--- src/hw/rtl/quad_batch_vertex_expander_assert.svh ---
// Assertion macros shared by the quad batch vertex expander RTL.
// Depends on nothing; included by the modules that carry assertions.
`ifndef QUAD_BATCH_VERTEX_EXPANDER_ASSERT_SVH
`define QUAD_BATCH_VERTEX_EXPANDER_ASSERT_SVH

// The consequent must hold in the same cycle as the antecedent.
`define QBVE_ASSERT_IMP(label, clk, rst_n, ante, cons) \
  label: assert property (@(posedge clk) disable iff (!rst_n) (ante) |-> (cons)) \
    else $error("qbve: implication check failed");

// The consequent must hold in the cycle after the antecedent.
`define QBVE_ASSERT_NEXT(label, clk, rst_n, ante, cons) \
  label: assert property (@(posedge clk) disable iff (!rst_n) (ante) |=> (cons)) \
    else $error("qbve: next-cycle check failed");

// The condition must never be seen outside reset.
`define QBVE_ASSERT_NEVER(label, clk, rst_n, cond) \
  label: assert property (@(posedge clk) disable iff (!rst_n) !(cond)) \
    else $error("qbve: forbidden condition seen");

`endif

--- src/hw/rtl/qbve_pkg.sv ---
// Shared types and constants of the quad batch vertex expander.
// Depends on nothing; imported by every module of the block.
package qbve_pkg;

  localparam int unsigned MAX_QUADS        = 1024;
  localparam int unsigned MAX_SLOTS        = 32;
  localparam int unsigned INDICES_PER_QUAD = 6;
  localparam int unsigned CORNERS          = 4;
  localparam int unsigned INDEX_LIMIT      = INDICES_PER_QUAD * MAX_QUADS;

  localparam int unsigned COUNT_W      = $clog2(INDEX_LIMIT + 1);
  localparam int unsigned NFS_W        = 6;
  localparam int unsigned SLOT_IDX_W   = $clog2(MAX_SLOTS);
  localparam int unsigned SLOT_W       = 5;
  localparam int unsigned DRAW_COUNT_W = 13;
  localparam int unsigned COORD_W      = 16;
  localparam int unsigned CORNER_W     = $clog2(CORNERS);

  localparam int unsigned QUEUE_DEPTH = 2;
  localparam int unsigned QUEUE_PTR_W = $clog2(QUEUE_DEPTH);

  localparam logic [31:0] WHITE = 32'hFFFF_FFFF;

  typedef enum logic [1:0] {
    OP_COLORED  = 2'd0,
    OP_TEXTURED = 2'd1,
    OP_FLUSH    = 2'd2
  } opcode_e;

  typedef enum logic [1:0] {
    KIND_VERTEX = 2'd0,
    KIND_DRAW   = 2'd1,
    KIND_BIND   = 2'd2
  } kind_e;

  typedef struct packed {
    logic [1:0]                 opcode;
    logic signed [COORD_W-1:0]  pos_x;
    logic signed [COORD_W-1:0]  pos_y;
    logic signed [COORD_W-1:0]  size_x;
    logic signed [COORD_W-1:0]  size_y;
    logic [7:0]                 color_red;
    logic [7:0]                 color_green;
    logic [7:0]                 color_blue;
    logic [7:0]                 color_alpha;
    logic [31:0]                texture_handle;
  } in_item_t;

  typedef struct packed {
    kind_e                      kind;
    logic signed [COORD_W-1:0]  vertex_x;
    logic signed [COORD_W-1:0]  vertex_y;
    logic [31:0]                vertex_color;
    logic                       corner_u;
    logic                       corner_v;
    logic [SLOT_W-1:0]          slot_number;
    logic [31:0]                bound_handle;
    logic [DRAW_COUNT_W-1:0]    draw_index_count;
    logic                       last_result;
  } out_item_t;

  // One classified command as handed from the front end to the back end.
  typedef struct packed {
    logic                       need_draw;
    logic [DRAW_COUNT_W-1:0]    draw_count;
    logic                       need_bind;
    logic                       is_quad;
    logic [SLOT_W-1:0]          slot;
    logic [31:0]                handle;
    logic [31:0]                color;
    logic signed [COORD_W-1:0]  pos_x;
    logic signed [COORD_W-1:0]  pos_y;
    logic signed [COORD_W-1:0]  size_x;
    logic signed [COORD_W-1:0]  size_y;
  } job_t;

endpackage

--- src/hw/rtl/qbve_front.sv ---
// Front end: accepts commands, tracks batch state and resolves texture slots.
// Depends on qbve_pkg and the assertion macro header.
`include "quad_batch_vertex_expander_assert.svh"

module qbve_front import qbve_pkg::*; (
  input  logic     clk_i,
  input  logic     rst_ni,
  input  logic     in_valid_i,
  output logic     in_stall_o,
  input  in_item_t in_item_i,
  output logic     push_o,
  output job_t     job_o,
  input  logic     queue_full_i
);

  typedef enum logic [1:0] {
    FS_IDLE,
    FS_MATCH,
    FS_PUSH
  } fstate_e;

  fstate_e                state_q, state_d;
  in_item_t               item_q;
  logic [COUNT_W-1:0]     count_q, count_d;
  logic [NFS_W-1:0]       nfs_q, nfs_d;
  logic [MAX_SLOTS-1:0]   match_q, match_d;
  logic                   draw_q, draw_d;
  logic [31:0]            handles_q [MAX_SLOTS];

  logic                   is_quad, is_tex, is_flush, full, hit, tbl_we;
  logic [NFS_W-1:0]       match_nfs, base_nfs, hit_slot, slot_sel;
  logic [COUNT_W-1:0]     base_count;

  assign is_quad  = (item_q.opcode == OP_COLORED) || (item_q.opcode == OP_TEXTURED);
  assign is_tex   = (item_q.opcode == OP_TEXTURED);
  assign is_flush = (item_q.opcode == OP_FLUSH);

  // A full batch is closed before the new quad is added.
  assign full = (count_q >= COUNT_W'(INDEX_LIMIT)) ||
                (is_tex && ({1'b0, nfs_q} >= (NFS_W + 1)'(MAX_SLOTS)));
  assign draw_d    = is_flush || (is_quad && full);
  assign match_nfs = draw_d ? NFS_W'(1) : nfs_q;

  // Compare the handle against every live slot; the result is registered.
  always_comb begin
    for (int i = 0; i < MAX_SLOTS; i++) begin
      match_d[i] = (i != 0) && (NFS_W'(i) < match_nfs) &&
                   (handles_q[i] == item_q.texture_handle);
    end
  end

  assign hit = |match_q;

  always_comb begin
    hit_slot = '0;
    for (int i = MAX_SLOTS - 1; i > 0; i--) begin
      if (match_q[i]) begin
        hit_slot = NFS_W'(i);
      end
    end
  end

  assign base_nfs   = draw_q ? NFS_W'(1) : nfs_q;
  assign base_count = draw_q ? '0 : count_q;
  assign slot_sel   = !is_tex ? '0 : (hit ? hit_slot : base_nfs);

  assign in_stall_o = (state_q != FS_IDLE);
  assign push_o     = (state_q == FS_PUSH) && !queue_full_i && (is_quad || is_flush);
  assign tbl_we     = push_o && is_tex && !hit;

  always_comb begin
    job_o.need_draw  = draw_q;
    job_o.draw_count = DRAW_COUNT_W'(count_q);
    job_o.need_bind  = is_tex && !hit;
    job_o.is_quad    = is_quad;
    job_o.slot       = slot_sel[SLOT_W-1:0];
    job_o.handle     = is_tex ? item_q.texture_handle : '0;
    job_o.color      = is_tex ? WHITE : {item_q.color_red, item_q.color_green,
                                         item_q.color_blue, item_q.color_alpha};
    job_o.pos_x      = item_q.pos_x;
    job_o.pos_y      = item_q.pos_y;
    job_o.size_x     = item_q.size_x;
    job_o.size_y     = item_q.size_y;
  end

  always_comb begin
    state_d = state_q;
    count_d = count_q;
    nfs_d   = nfs_q;
    unique case (state_q)
      FS_IDLE: begin
        if (in_valid_i) begin
          state_d = FS_MATCH;
        end
      end
      FS_MATCH: begin
        state_d = FS_PUSH;
      end
      FS_PUSH: begin
        if (!(is_quad || is_flush)) begin
          state_d = FS_IDLE;
        end else if (!queue_full_i) begin
          state_d = FS_IDLE;
          if (is_flush) begin
            count_d = '0;
            nfs_d   = NFS_W'(1);
          end else begin
            count_d = base_count + COUNT_W'(INDICES_PER_QUAD);
            nfs_d   = (is_tex && !hit) ? base_nfs + NFS_W'(1) : base_nfs;
          end
        end
      end
      default: begin
        state_d = FS_IDLE;
      end
    endcase
  end

  always_ff @(posedge clk_i or negedge rst_ni) begin
    if (!rst_ni) begin
      state_q <= FS_IDLE;
      count_q <= '0;
      nfs_q   <= NFS_W'(1);
      match_q <= '0;
      draw_q  <= 1'b0;
    end else begin
      state_q <= state_d;
      count_q <= count_d;
      nfs_q   <= nfs_d;
      if (state_q == FS_MATCH) begin
        match_q <= match_d;
        draw_q  <= draw_d;
      end
    end
  end

  always_ff @(posedge clk_i) begin
    if (state_q == FS_IDLE && in_valid_i) begin
      item_q <= in_item_i;
    end
    if (tbl_we) begin
      handles_q[base_nfs[SLOT_IDX_W-1:0]] <= item_q.texture_handle;
    end
  end

  `QBVE_ASSERT_NEVER(a_count_in_range, clk_i, rst_ni, count_q > COUNT_W'(INDEX_LIMIT))
  `QBVE_ASSERT_NEXT(a_draw_restarts_batch, clk_i, rst_ni, push_o && job_o.need_draw && is_quad, (count_q == COUNT_W'(INDICES_PER_QUAD)) && (nfs_q == NFS_W'(1) || nfs_q == NFS_W'(2)))

endmodule

--- src/hw/rtl/qbve_fifo.sv ---
// Two-entry command queue between the front end and the back end.
// Depends on qbve_pkg and the assertion macro header.
`include "quad_batch_vertex_expander_assert.svh"

module qbve_fifo import qbve_pkg::*; (
  input  logic clk_i,
  input  logic rst_ni,
  input  logic push_i,
  input  job_t job_i,
  output logic full_o,
  input  logic pop_i,
  output logic valid_o,
  output job_t job_o
);

  job_t                   entries_q [QUEUE_DEPTH];
  logic [QUEUE_PTR_W-1:0] wr_ptr_q, rd_ptr_q;
  logic [QUEUE_PTR_W:0]   cnt_q;

  function automatic logic [QUEUE_PTR_W-1:0] ptr_next(logic [QUEUE_PTR_W-1:0] p);
    ptr_next = (p == QUEUE_PTR_W'(QUEUE_DEPTH - 1)) ? '0 : p + QUEUE_PTR_W'(1);
  endfunction

  assign full_o  = (cnt_q == (QUEUE_PTR_W + 1)'(QUEUE_DEPTH));
  assign valid_o = (cnt_q != '0);
  assign job_o   = entries_q[rd_ptr_q];

  always_ff @(posedge clk_i or negedge rst_ni) begin
    if (!rst_ni) begin
      wr_ptr_q <= '0;
      rd_ptr_q <= '0;
      cnt_q    <= '0;
    end else begin
      if (push_i) begin
        wr_ptr_q <= ptr_next(wr_ptr_q);
      end
      if (pop_i) begin
        rd_ptr_q <= ptr_next(rd_ptr_q);
      end
      unique case ({push_i, pop_i})
        2'b10:   cnt_q <= cnt_q + (QUEUE_PTR_W + 1)'(1);
        2'b01:   cnt_q <= cnt_q - (QUEUE_PTR_W + 1)'(1);
        default: cnt_q <= cnt_q;
      endcase
    end
  end

  always_ff @(posedge clk_i) begin
    if (push_i) begin
      entries_q[wr_ptr_q] <= job_i;
    end
  end

  `QBVE_ASSERT_NEVER(a_no_overflow, clk_i, rst_ni, push_i && full_o)
  `QBVE_ASSERT_NEVER(a_no_underflow, clk_i, rst_ni, pop_i && !valid_o)

endmodule

--- src/hw/rtl/qbve_back.sv ---
// Back end: expands a queued command into draw, bind and corner results.
// Depends on qbve_pkg and the assertion macro header.
`include "quad_batch_vertex_expander_assert.svh"

module qbve_back import qbve_pkg::*; (
  input  logic      clk_i,
  input  logic      rst_ni,
  input  logic      valid_i,
  input  job_t      job_i,
  output logic      pop_o,
  output logic      out_valid_o,
  input  logic      out_stall_i,
  output out_item_t out_item_o
);

  typedef enum logic [1:0] {
    PH_DRAW,
    PH_BIND,
    PH_VERT
  } phase_e;

  phase_e              phase_q, cur;
  logic [CORNER_W-1:0] corner_q;
  logic                out_valid_q, load, cu, cv;
  out_item_t           out_q, res;
  logic signed [COORD_W:0] sum_x, sum_y;

  function automatic logic [COORD_W-1:0] sat16(logic signed [COORD_W:0] s);
    if (s[COORD_W] != s[COORD_W-1]) begin
      sat16 = s[COORD_W] ? {1'b1, {(COORD_W - 1){1'b0}}} : {1'b0, {(COORD_W - 1){1'b1}}};
    end else begin
      sat16 = s[COORD_W-1:0];
    end
  endfunction

  always_comb begin
    priority if (phase_q == PH_DRAW && job_i.need_draw) begin
      cur = PH_DRAW;
    end else if (phase_q != PH_VERT && job_i.need_bind) begin
      cur = PH_BIND;
    end else begin
      cur = PH_VERT;
    end
  end

  // Corner order is 00, 10, 11, 01 in (u, v).
  assign cu = corner_q[0] ^ corner_q[1];
  assign cv = corner_q[1];

  assign sum_x = {job_i.pos_x[COORD_W-1], job_i.pos_x} +
                 (cu ? {job_i.size_x[COORD_W-1], job_i.size_x} : '0);
  assign sum_y = {job_i.pos_y[COORD_W-1], job_i.pos_y} +
                 (cv ? {job_i.size_y[COORD_W-1], job_i.size_y} : '0);

  always_comb begin
    res = '0;
    unique case (cur)
      PH_DRAW: begin
        res.kind             = KIND_DRAW;
        res.draw_index_count = job_i.draw_count;
        res.last_result      = !job_i.is_quad;
      end
      PH_BIND: begin
        res.kind         = KIND_BIND;
        res.slot_number  = job_i.slot;
        res.bound_handle = job_i.handle;
      end
      PH_VERT: begin
        res.kind         = KIND_VERTEX;
        res.vertex_x     = sat16(sum_x);
        res.vertex_y     = sat16(sum_y);
        res.vertex_color = job_i.color;
        res.corner_u     = cu;
        res.corner_v     = cv;
        res.slot_number  = job_i.slot;
        res.last_result  = (corner_q == CORNER_W'(CORNERS - 1));
      end
      default: begin
        res = '0;
      end
    endcase
  end

  assign load        = valid_i && (!out_valid_q || !out_stall_i);
  assign pop_o       = load && res.last_result;
  assign out_valid_o = out_valid_q;
  assign out_item_o  = out_q;

  always_ff @(posedge clk_i or negedge rst_ni) begin
    if (!rst_ni) begin
      phase_q     <= PH_DRAW;
      corner_q    <= '0;
      out_valid_q <= 1'b0;
    end else if (load) begin
      out_valid_q <= 1'b1;
      unique case (cur)
        PH_DRAW: begin
          phase_q <= job_i.is_quad ? PH_BIND : PH_DRAW;
        end
        PH_BIND: begin
          phase_q <= PH_VERT;
        end
        PH_VERT: begin
          if (res.last_result) begin
            phase_q  <= PH_DRAW;
            corner_q <= '0;
          end else begin
            phase_q  <= PH_VERT;
            corner_q <= corner_q + CORNER_W'(1);
          end
        end
        default: begin
          phase_q <= PH_DRAW;
        end
      endcase
    end else if (!out_stall_i) begin
      out_valid_q <= 1'b0;
    end
  end

  always_ff @(posedge clk_i) begin
    if (load) begin
      out_q <= res;
    end
  end

  `QBVE_ASSERT_IMP(a_vertex_phase_is_quad, clk_i, rst_ni, valid_i && phase_q == PH_VERT, job_i.is_quad)

endmodule

--- src/hw/rtl/quad_batch_vertex_expander.sv ---
// Top level of the quad batch vertex expander.
// Depends on qbve_pkg, qbve_front, qbve_fifo and qbve_back.
//
// Usage:
//   Commands enter on in_item_i with in_valid_i/in_stall_o; a transfer takes
//   place at a rising edge where valid is high and stall is low. Results
//   leave on out_item_o with out_valid_o/out_stall_i in the same way.
//   A colored or textured quad yields four corner vertices, preceded by a
//   draw command when the batch is full and by a texture bind when the
//   texture has no slot yet. A flush yields one draw command. Opcode 3 is
//   taken and dropped without any result.
//   With an empty queue the first result of a command passes the front end's
//   capture, slot compare and enqueue states, the queue and the output register
//   before it appears on out_valid_o.
//   The front end takes a new command only after the last one has left its
//   states: capture, registered slot compare, then batch state update and
//   enqueue, which waits while the queue is full. The back end sends one result
//   per cycle while the receiver does not stall and the queue is not empty.
//   Reset clears the batch count to zero, the next free slot to one, and
//   empties the queue and the output register. Slot handles are not cleared;
//   only slots below the next free slot are ever compared.
//   While the receiver stalls, the output register holds its result, the
//   back end waits, the two-entry queue fills and then the front end stalls.
module quad_batch_vertex_expander import qbve_pkg::*; (
  input  logic      clk_i,
  input  logic      rst_ni,
  input  logic      in_valid_i,
  output logic      in_stall_o,
  input  in_item_t  in_item_i,
  output logic      out_valid_o,
  input  logic      out_stall_i,
  output out_item_t out_item_o
);

  // Command transfer from the front end into the queue.
  logic push;
  logic queue_full;
  job_t front_job;

  // Queue head seen by the back end.
  logic pop;
  logic head_valid;
  job_t head_job;

  qbve_front u_front (
    .clk_i        (clk_i),
    .rst_ni       (rst_ni),
    .in_valid_i   (in_valid_i),
    .in_stall_o   (in_stall_o),
    .in_item_i    (in_item_i),
    .push_o       (push),
    .job_o        (front_job),
    .queue_full_i (queue_full)
  );

  qbve_fifo u_fifo (
    .clk_i   (clk_i),
    .rst_ni  (rst_ni),
    .push_i  (push),
    .job_i   (front_job),
    .full_o  (queue_full),
    .pop_i   (pop),
    .valid_o (head_valid),
    .job_o   (head_job)
  );

  qbve_back u_back (
    .clk_i       (clk_i),
    .rst_ni      (rst_ni),
    .valid_i     (head_valid),
    .job_i       (head_job),
    .pop_o       (pop),
    .out_valid_o (out_valid_o),
    .out_stall_i (out_stall_i),
    .out_item_o  (out_item_o)
  );

endmodule

--- config.mk ---
export PLATFORM = sky130hd
export DESIGN_NAME = quad_batch_vertex_expander
export DESIGN_NICKNAME = d
export VERILOG_FILES = /design/src/hw/rtl/qbve_pkg.sv /design/src/hw/rtl/qbve_front.sv /design/src/hw/rtl/qbve_fifo.sv /design/src/hw/rtl/qbve_back.sv /design/src/hw/rtl/quad_batch_vertex_expander.sv
export VERILOG_INCLUDE_DIRS = /design/src /design/src/hw/rtl
export SDC_FILE = /design/constraint.sdc
export NUM_CORES = 2
export LEC_CHECK = 0
export BUFFER_PORTS_ARGS = -buffer_cell sky130_fd_sc_hd__buf_2
export CORE_ASPECT_RATIO = 0.6
export CORE_MARGIN = 4
export CORE_UTILIZATION = 30
export CTS_CLUSTER_SIZE = 20
export DETAILED_ROUTE_END_ITERATION = 10
export GPL_TIMING_DRIVEN = 1
export PLACE_DENSITY = 0.45
export SLEW_MARGIN = 5
export SYNTH_ARGS = -nofsm -noshare
export SYNTH_HDL_FRONTEND = slang
export SYNTH_SLANG_ARGS = --single-unit
--- constraint.sdc ---
create_clock -name clk_i -period 10.5 [get_ports clk_i]
set_input_delay 1.05 -clock clk_i [delete_from_list [all_inputs] [get_ports clk_i]]
set_output_delay 1.05 -clock clk_i [all_outputs]
set_load 0.01 [all_outputs]
Word level (Yosys, flattened, before mapping)
Memory sizes are Yosys's and may differ from the RTL's.
Index checks and enable logic that the tools add are counted.
{"block": "classes", "addsub": 9, "magnitude_cmp": 33, "mux": 68, "eq_ne": 47, "bitwise": 2, "n_reduce_logical": 65}
{"cell": "equality test 32 bit", "n": 31}
{"cell": "two-way mux 5 bit", "n": 33}
{"cell": "less-than comparator 5 x 6 -> 1 bit (first input constant)", "n": 16}
{"cell": "two-way mux 16 bit", "n": 4}
{"cell": "two-way mux 32 bit", "n": 2}
{"cell": "less-than comparator 4 x 6 -> 1 bit (first input constant)", "n": 8}
{"cell": "logical AND 1 bit", "n": 43}
{"cell": "adder 17 bit", "n": 2}
{"cell": "two-way mux 17 bit", "n": 2}
{"cell": "OR reduction 31 bit", "n": 1}
{"cell": "two-way mux 13 bit", "n": 2}
{"cell": "less-than comparator 3 x 6 -> 1 bit (first input constant)", "n": 4}
{"cell": "two-way mux 6 bit", "n": 4}
{"cell": "two-way mux 2 bit", "n": 7}
{"cell": "adder 13 x 3 -> 13 bit (second input constant)", "n": 1}
{"cell": "greater-or-equal comparator 13 bit (second input constant)", "n": 1}
{"cell": "equality test 2 bit (second input constant)", "n": 6}
{"cell": "less-than comparator 2 x 6 -> 1 bit (first input constant)", "n": 2}
{"cell": "one-hot mux 2 bit (3 select lines)", "n": 2}
{"cell": "two-way mux 1 bit", "n": 9}
{"cell": "equality test 2 x 1 -> 1 bit (second input constant)", "n": 4}
{"cell": "zero test 2 bit", "n": 4}
{"cell": "one-hot mux 2 bit (2 select lines)", "n": 2}
{"cell": "adder 6 x 1 -> 6 bit (second input constant)", "n": 1}
{"cell": "other kinds (18)", "n": 33}
{"block": "totals", "n_memories": 2, "output_inout_bits": 121, "ram_bits": 1322, "register_bits": 311, "input_bits": 134, "word_cells": 257}
{"memory": "u_front.handles_q", "depth": 32, "word_bits": 32, "rd": 31, "rd_ports_with_merged_regs": 0, "wr": 1, "line_no": "qbve_front.sv:28", "rtl": "logic [31:0] handles_q [MAX_SLOTS];"}
{"memory": "u_fifo.entries_q", "depth": 2, "word_bits": 149, "rd": 1, "rd_ports_with_merged_regs": 0, "wr": 1, "line_no": "qbve_fifo.sv:16", "rtl": "job_t entries_q [QUEUE_DEPTH];"}

Longest topological paths before layout
{"block": "logic_depth", "depth_word": 33, "ltp_mapped": 16, "depth_no_buf": 13}

Hierarchy
From an unflattened synthesis, not the netlist that was laid out.
{"block": "unflattened", "cells_unflattened": 4213, "area_unflattened_um2": 67457.2}
{"module": "qbve_front", "area_each_um2": 49193.4, "cells_each": 3116, "instances": 1, "seq_area_each_um2": 34994.8}
{"module": "qbve_fifo", "area_each_um2": 11352.1, "cells_each": 480, "instances": 1, "seq_area_each_um2": 9048.7}
{"module": "qbve_back", "area_each_um2": 6911.6, "cells_each": 617, "instances": 1, "seq_area_each_um2": 3698.5}

Worst setup path before layout
Ideal clock, no wire load.
{"block": "synth_timing", "path_kind": "reg-to-reg", "start": "register u_front.state_q[0]", "end": "memory u_fifo.entries_q[0][0] (netlist bit) (enable)", "required_time_ps": 9842, "synth_period_minus_slack_ps": 8117, "path_buffers": 2, "setup_time_ps": 658, "setup_slack_ps": 2383, "stages_incl_launch_ff": 7, "arrival_ps": 7459, "path_cell_list": "dfrtp_1 > nor2b_1 > and3_1 > clkbuf_1 > inv_1 > clkbuf_1 > nor2_1"}
{"block": "synth_via", "elab_chain_len": 5}
{"element": "from (decl)", "line_no": "qbve_front.sv:22", "rtl": "fstate_e state_q, state_d;"}
{"element": "from (signal assigned)", "line_no": "qbve_front.sv:127", "rtl": "state_q <= state_d;"}
{"element": "equality test 2 bit", "line_no": "qbve_front.sv:68", "rtl": "assign push_o = (state_q == FS_PUSH) && !queue_full_i && (is_quad || is_flush);"}
{"element": "logical AND 1 bit (2 in a row)", "line_no": "qbve_front.sv:68"}
{"element": "two-way mux 1 bit", "line_no": "qbve_fifo.sv:49", "rtl": "if (push_i) begin"}
{"element": "two-way mux 1 bit (implied by the code)", "line_no": "qbve_fifo.sv:50", "rtl": "entries_q[wr_ptr_q] <= job_i;"}
{"element": "to (decl)", "line_no": "qbve_fifo.sv:16"}
No other way between the ends.

Worst setup path after layout
{"block": "layout_timing", "start": "register u_fifo.rd_ptr_q", "end": "register u_back.out_q (netlist bit u_back.out_item_o[97]), data pin"}
{"block": "layout_via", "elab_chain_len": 5, "word_cells_on_any_way": 11, "cone_classes": "add/sub (1); eq/ne (2); mux (5); reduce/logical (2); memory (1)"}
{"element": "from (decl)", "line_no": "qbve_fifo.sv:17", "rtl": "logic [QUEUE_PTR_W-1:0] wr_ptr_q, rd_ptr_q;"}
{"element": "from (signal assigned)", "line_no": "qbve_fifo.sv:38", "rtl": "rd_ptr_q <= ptr_next(rd_ptr_q);"}
{"element": "memory (2 x 149 bit) (*)"}
{"element": "two-way mux 17 bit / logical AND 1 bit (equally long branches)", "line_no": "qbve_back.sv:53, qbve_back.sv:39"}
{"element": "adder 17 bit / two-way mux 2 bit (equally long branches)", "line_no": "qbve_back.sv:52, qbve_back.sv:39"}
{"element": "two-way mux 16 bit, or another cell as far along", "line_no": "qbve_back.sv:30", "rtl": "sat16 = s[COORD_W] ? {1'b1, {(COORD_W - 1){1'b0}}} : {1'b0, {(COORD_W - 1){1'b1}}};"}
{"element": "two-way mux 16 bit / equality test 2 bit (equally long branches)", "line_no": "qbve_back.sv:29, qbve_back.sv:57"}
{"element": "to (signal assigned)", "line_no": "qbve_back.sv:123", "rtl": "out_q <= res;"}
{"element": "to (decl)", "line_no": "qbve_back.sv:25", "rtl": "out_item_t out_q, res;"}
Mark *: on every way between the ends. The rest lies on a longest branch, timed or not.
A chain may end at the register's enable or synchronous reset.

==> impl_metrics.csv <==
group,metric,value,unit
run_status,status,"finished clean",
setup_path,slowest_stage,"dfrtp_4",
global_routing,grtUsageMet2,20.4,%
global_routing,antenna_found_initial,19,
clocking,cts_tree,"done",
final_layout,final_net_count,4584,
pwr,power_switching_share,30.9,%
global_routing,overflow,0,
detailed_routing,wl,181000,um
synthesis,synth.distinct_cells,88,
placement,gp_congestion,0.815,
global_routing,busiest_layer,"met1",
global_routing,grt_max_degree,66,
sta,skew,0.0416,ns
setup_path,worst-path-buf-inv,3,
clocking,cts_setup_buffers,0,
setup_path,worstSetupEndpointType,"register",
final_layout,utilization,34.9,%
run,cap_viol_max_count,0,
pwr,seqPwrFrac,46.1,%
setup_path,cp.arrival,5.59,ns
global_routing,use_met1,26.3,%
die,fp.dieW,611,um
placement,place.port_buffers,253,
setup_path,critPathRequiredTime,11.12,ns
pwr,p_int,0.0123,W
die,start_util,30.3,%
detailed_routing,vias,34616,
die,core,0.217,mm2
synthesis,synth_seq_area_share,72.7,%
clocking,clk_latency,0.79,ns
sta,timing.final.crit_share,47.3,%
detailed_routing,antenna_left,0,
die,die_h,370,um
detailed_routing,post-route-drc-count,0,
synthesis,ys_top_cells_by_area,"edfxtp_1, xnor2_1, xor2_1",
pwr,max-vdd-ir-drop,185,uV
detailed_routing,first_iter_violations,2944,
global_routing,grt_pass1_wl,256000,um
synthesis,synth_area,0.0656,mm2
sta,max_freq,0.201,GHz
sta,fin_ws,5.53,ns
clocking,htreeDepth,4,
pwr,power.density,236,mW/mm2
placement,place_ws,5.54,ns
synthesis,synth_top_area_share,70.4,%
sta,report.final.slew_viol_count,0,
clocking,numCtsBuffers,156,
setup_path,cp_cell_sequence,"buf_4 -> buf_4 -> mux2i_1 -> nor2b_1 -> ha_1 -> inv_1 -> fa_1 -> nor2b_1 -> o31a_1 -> o221ai_2 -> a31oi_2 -> a21o_1 -> nand2_1 -> a21oi_1",
pwr,power_switching,0.00551,W
sta,rsz0062_at_grt,"no",
synthesis,synth_ff_type,"edfxtp_1",
pwr,p_leak,24.8,nW
sta,period_minus_slack,4.97,ns
clocking,cts_resized,0,
global_routing,grt_pass1_vias,33367,
pwr,clkPwrFrac,30.2,%
synthesis,yosysWarningCount,0,
sta,hold_viol_final,0,
placement,hpwl,112000,um
detailed_routing,vias_per_cell,4.67,
detailed_routing,dr.pass1.iters,7,
final_layout,multi_input_area,0.0171,mm2
synthesis,synth_top_area_cell,"edfxtp_1",
global_routing,track_usage,15.6,%
clocking,clockRootBuffer,"clkbuf_16",
setup_path,cp_max_fo,48,
detailed_routing,wl_per_cell,24.4,um
pwr,p_comb_share,23.7,%
die,die_area,0.226,mm2
sta,setup_violations,0,
sta,fin_setup_tns,0,ns
sta,relSlewSlack,11.4,%
setup_path,worstSetupPathType,"reg2reg",
synthesis,synth_cells,4061,
sta,worst_pin_slew,1.32,ns
clocking,cts_buffer_depth,4,
synthesis,synth_edf_count,1536,
synthesis,avgSynthCellArea,16.1,um2
synthesis,ys_seq_elements,1597,
die,rows,132,
clocking,cts_sinks,1597,
clocking,clk_pin_slew_worst_paths,0.06,ns
clocking,ctsHoldBuffers,0,
final_layout,drive_gt1_share,15.9,%
worst_hold_path,holdCritPathClass,"in2async",
synthesis,synth_fp_nets,4236,
setup_path,cpLargestDelayFamily,"compound AO/OA/AOI/OAI gates",
final_layout,fillers,20558,
final_layout,final_common_cell,"edfxtp_1",
final_layout,syn2layout_area_growth,15.3,%
setup_path,cp-start-kind,"register",
final_layout,mostFrequentLayoutCells,"edfxtp_1, xnor2_1, xor2_1, buf_2, nand4_1",
setup_path,cp_slowest_stage_delay,0.78,ns
die,num_io_pins,255,
final_layout,seq_area,0.0477,mm2
synthesis,async_reset_ff_share,3.82,%
global_routing,met3_usage,3.01,%
-- cells in the mapped netlist, types with 3 or more instances --
library cell / count
o31ai_2: 9
edfxtp_1: 1536
nand2b_1: 8
nor3_1: 22
buf_1: 55
o31a_1: 3
xor2_1: 441
buf_6: 3
o22ai_1: 3
a21o_1: 13
ha_1: 39
and2_1: 34
o21ai_1: 11
a21oi_1: 53
inv_1: 35
o21ai_0: 57
a211oi_1: 11
and3_1: 4
mux2i_1: 116
nor2_2: 9
buf_2: 52
nand3_1: 21
nor2_1: 179
dfrtp_1: 60
a311oi_1: 3
clkinv_1: 3
clkbuf_1: 79
a211o_1: 8
mux2_2: 32
a31oi_1: 8
o211ai_1: 4
xnor2_1: 572
o21a_1: 9
or2_2: 34
o2111ai_1: 3
nand2_1: 89
or3_1: 6
nor2b_1: 30
o31ai_1: 12
nor4_1: 149
o41ai_1: 7
a32o_1: 7
nand4_1: 171
a22o_1: 5
maj3_1: 4
-- cell type report --
cell class              count  area share [%]
clock inverters            69           0.662
diodes                      6          0.0199
multi-input cells        2235            22.6
repair buffers            381            3.17
inverters                  38           0.192
clock buffers             201            5.56
well taps                2881            4.77
flip-flops and latches   1597            63.1
-- logic make-up (layout without fill, tap and decap cells) --
logic type	after synthesis	in the layout	synth area share, %
flip-flops	1597	1597	72.7
XOR/XNOR	1013	1013	13.5
AND/OR/NAND/NOR	774	774	6.37
AO/OA/AOI/OAI	254	254	2.75
buffers and inverters	229	689	1.46
multiplexers	148	148	2.32
adder cells (fa/ha/maj)	45	45	0.867
other	1	7	0.00572
-- state kept, by name, summed over array words and instances (netlist names), 6 cells and up --
register,count
u_back.out_item_o,118
u_front.item_q,66
u_front.match_q,31
u_front.job_o,64
u_front.handles_q,992
u_fifo.entries_q,296
u_front.nfs_q,6
u_front.count_q,12
-- layer usage --
layer	part of all wire [%]	routed length (um)	up-vias
li1	-	-	15727
met1	54	98300	17877
met2	39	70300	839
met3	5.6	10200	165
met4	1.1	1970	8
met5	0.030	54	-
-- power by group through the flow --
stage | Clock (W) | Combinational [W] | Sequential, W
final | 0.00539 | 0.00422 | 0.00823
after global routing | 0.00584 | 0.00461 | 0.00828
after CTS | 0.00555 | 0.00429 | 0.00825
after detailed placement | 0 | 0.00428 | 0.00838
after global placement | 0 | 0.00427 | 0.00838
after floorplan | 0 | 0.00254 | 0.00847
-- metrics by stage --
step | power, W | hold WS, ns | cell area, um2 | cells
after floorplan | 0.0110 | 0.421 | 65600 | 4061
after CTS | 0.0181 | 0.0456 | 75600 | 7402
after global placement | 0.0127 | 0.422 | 70900 | 7132
after global routing | 0.0187 | 0.0442 | 75600 | 7402
final | 0.0178 | 0.0959 | 75600 | 7408
after detailed placement | 0.0127 | 0.429 | 70900 | 7132
-- final timing paths --
kind | depth (start not counted) | slack, ns | endpoint | startpoint
max | 14 | 5.53 | u_back.out_item_o[97] | u_fifo.rd_ptr_q
min | 1 | 0.1 | u_front.match_q[27] | rst_ni
max reg2reg | 14 | 5.53 | u_back.out_item_o[97] | u_fifo.rd_ptr_q
min reg2reg | 0 | 0.44 | u_fifo.entries_q[1][52] | u_front.job_o[52]
max in group asynchronous | 2 | 9.34 | u_fifo.rd_ptr_q | rst_ni
min in group clk_i | 1 | 0.44 | u_front.item_q[0] | in_item_i[0]
Note: power is estimated with default switching activity, not from simulation.
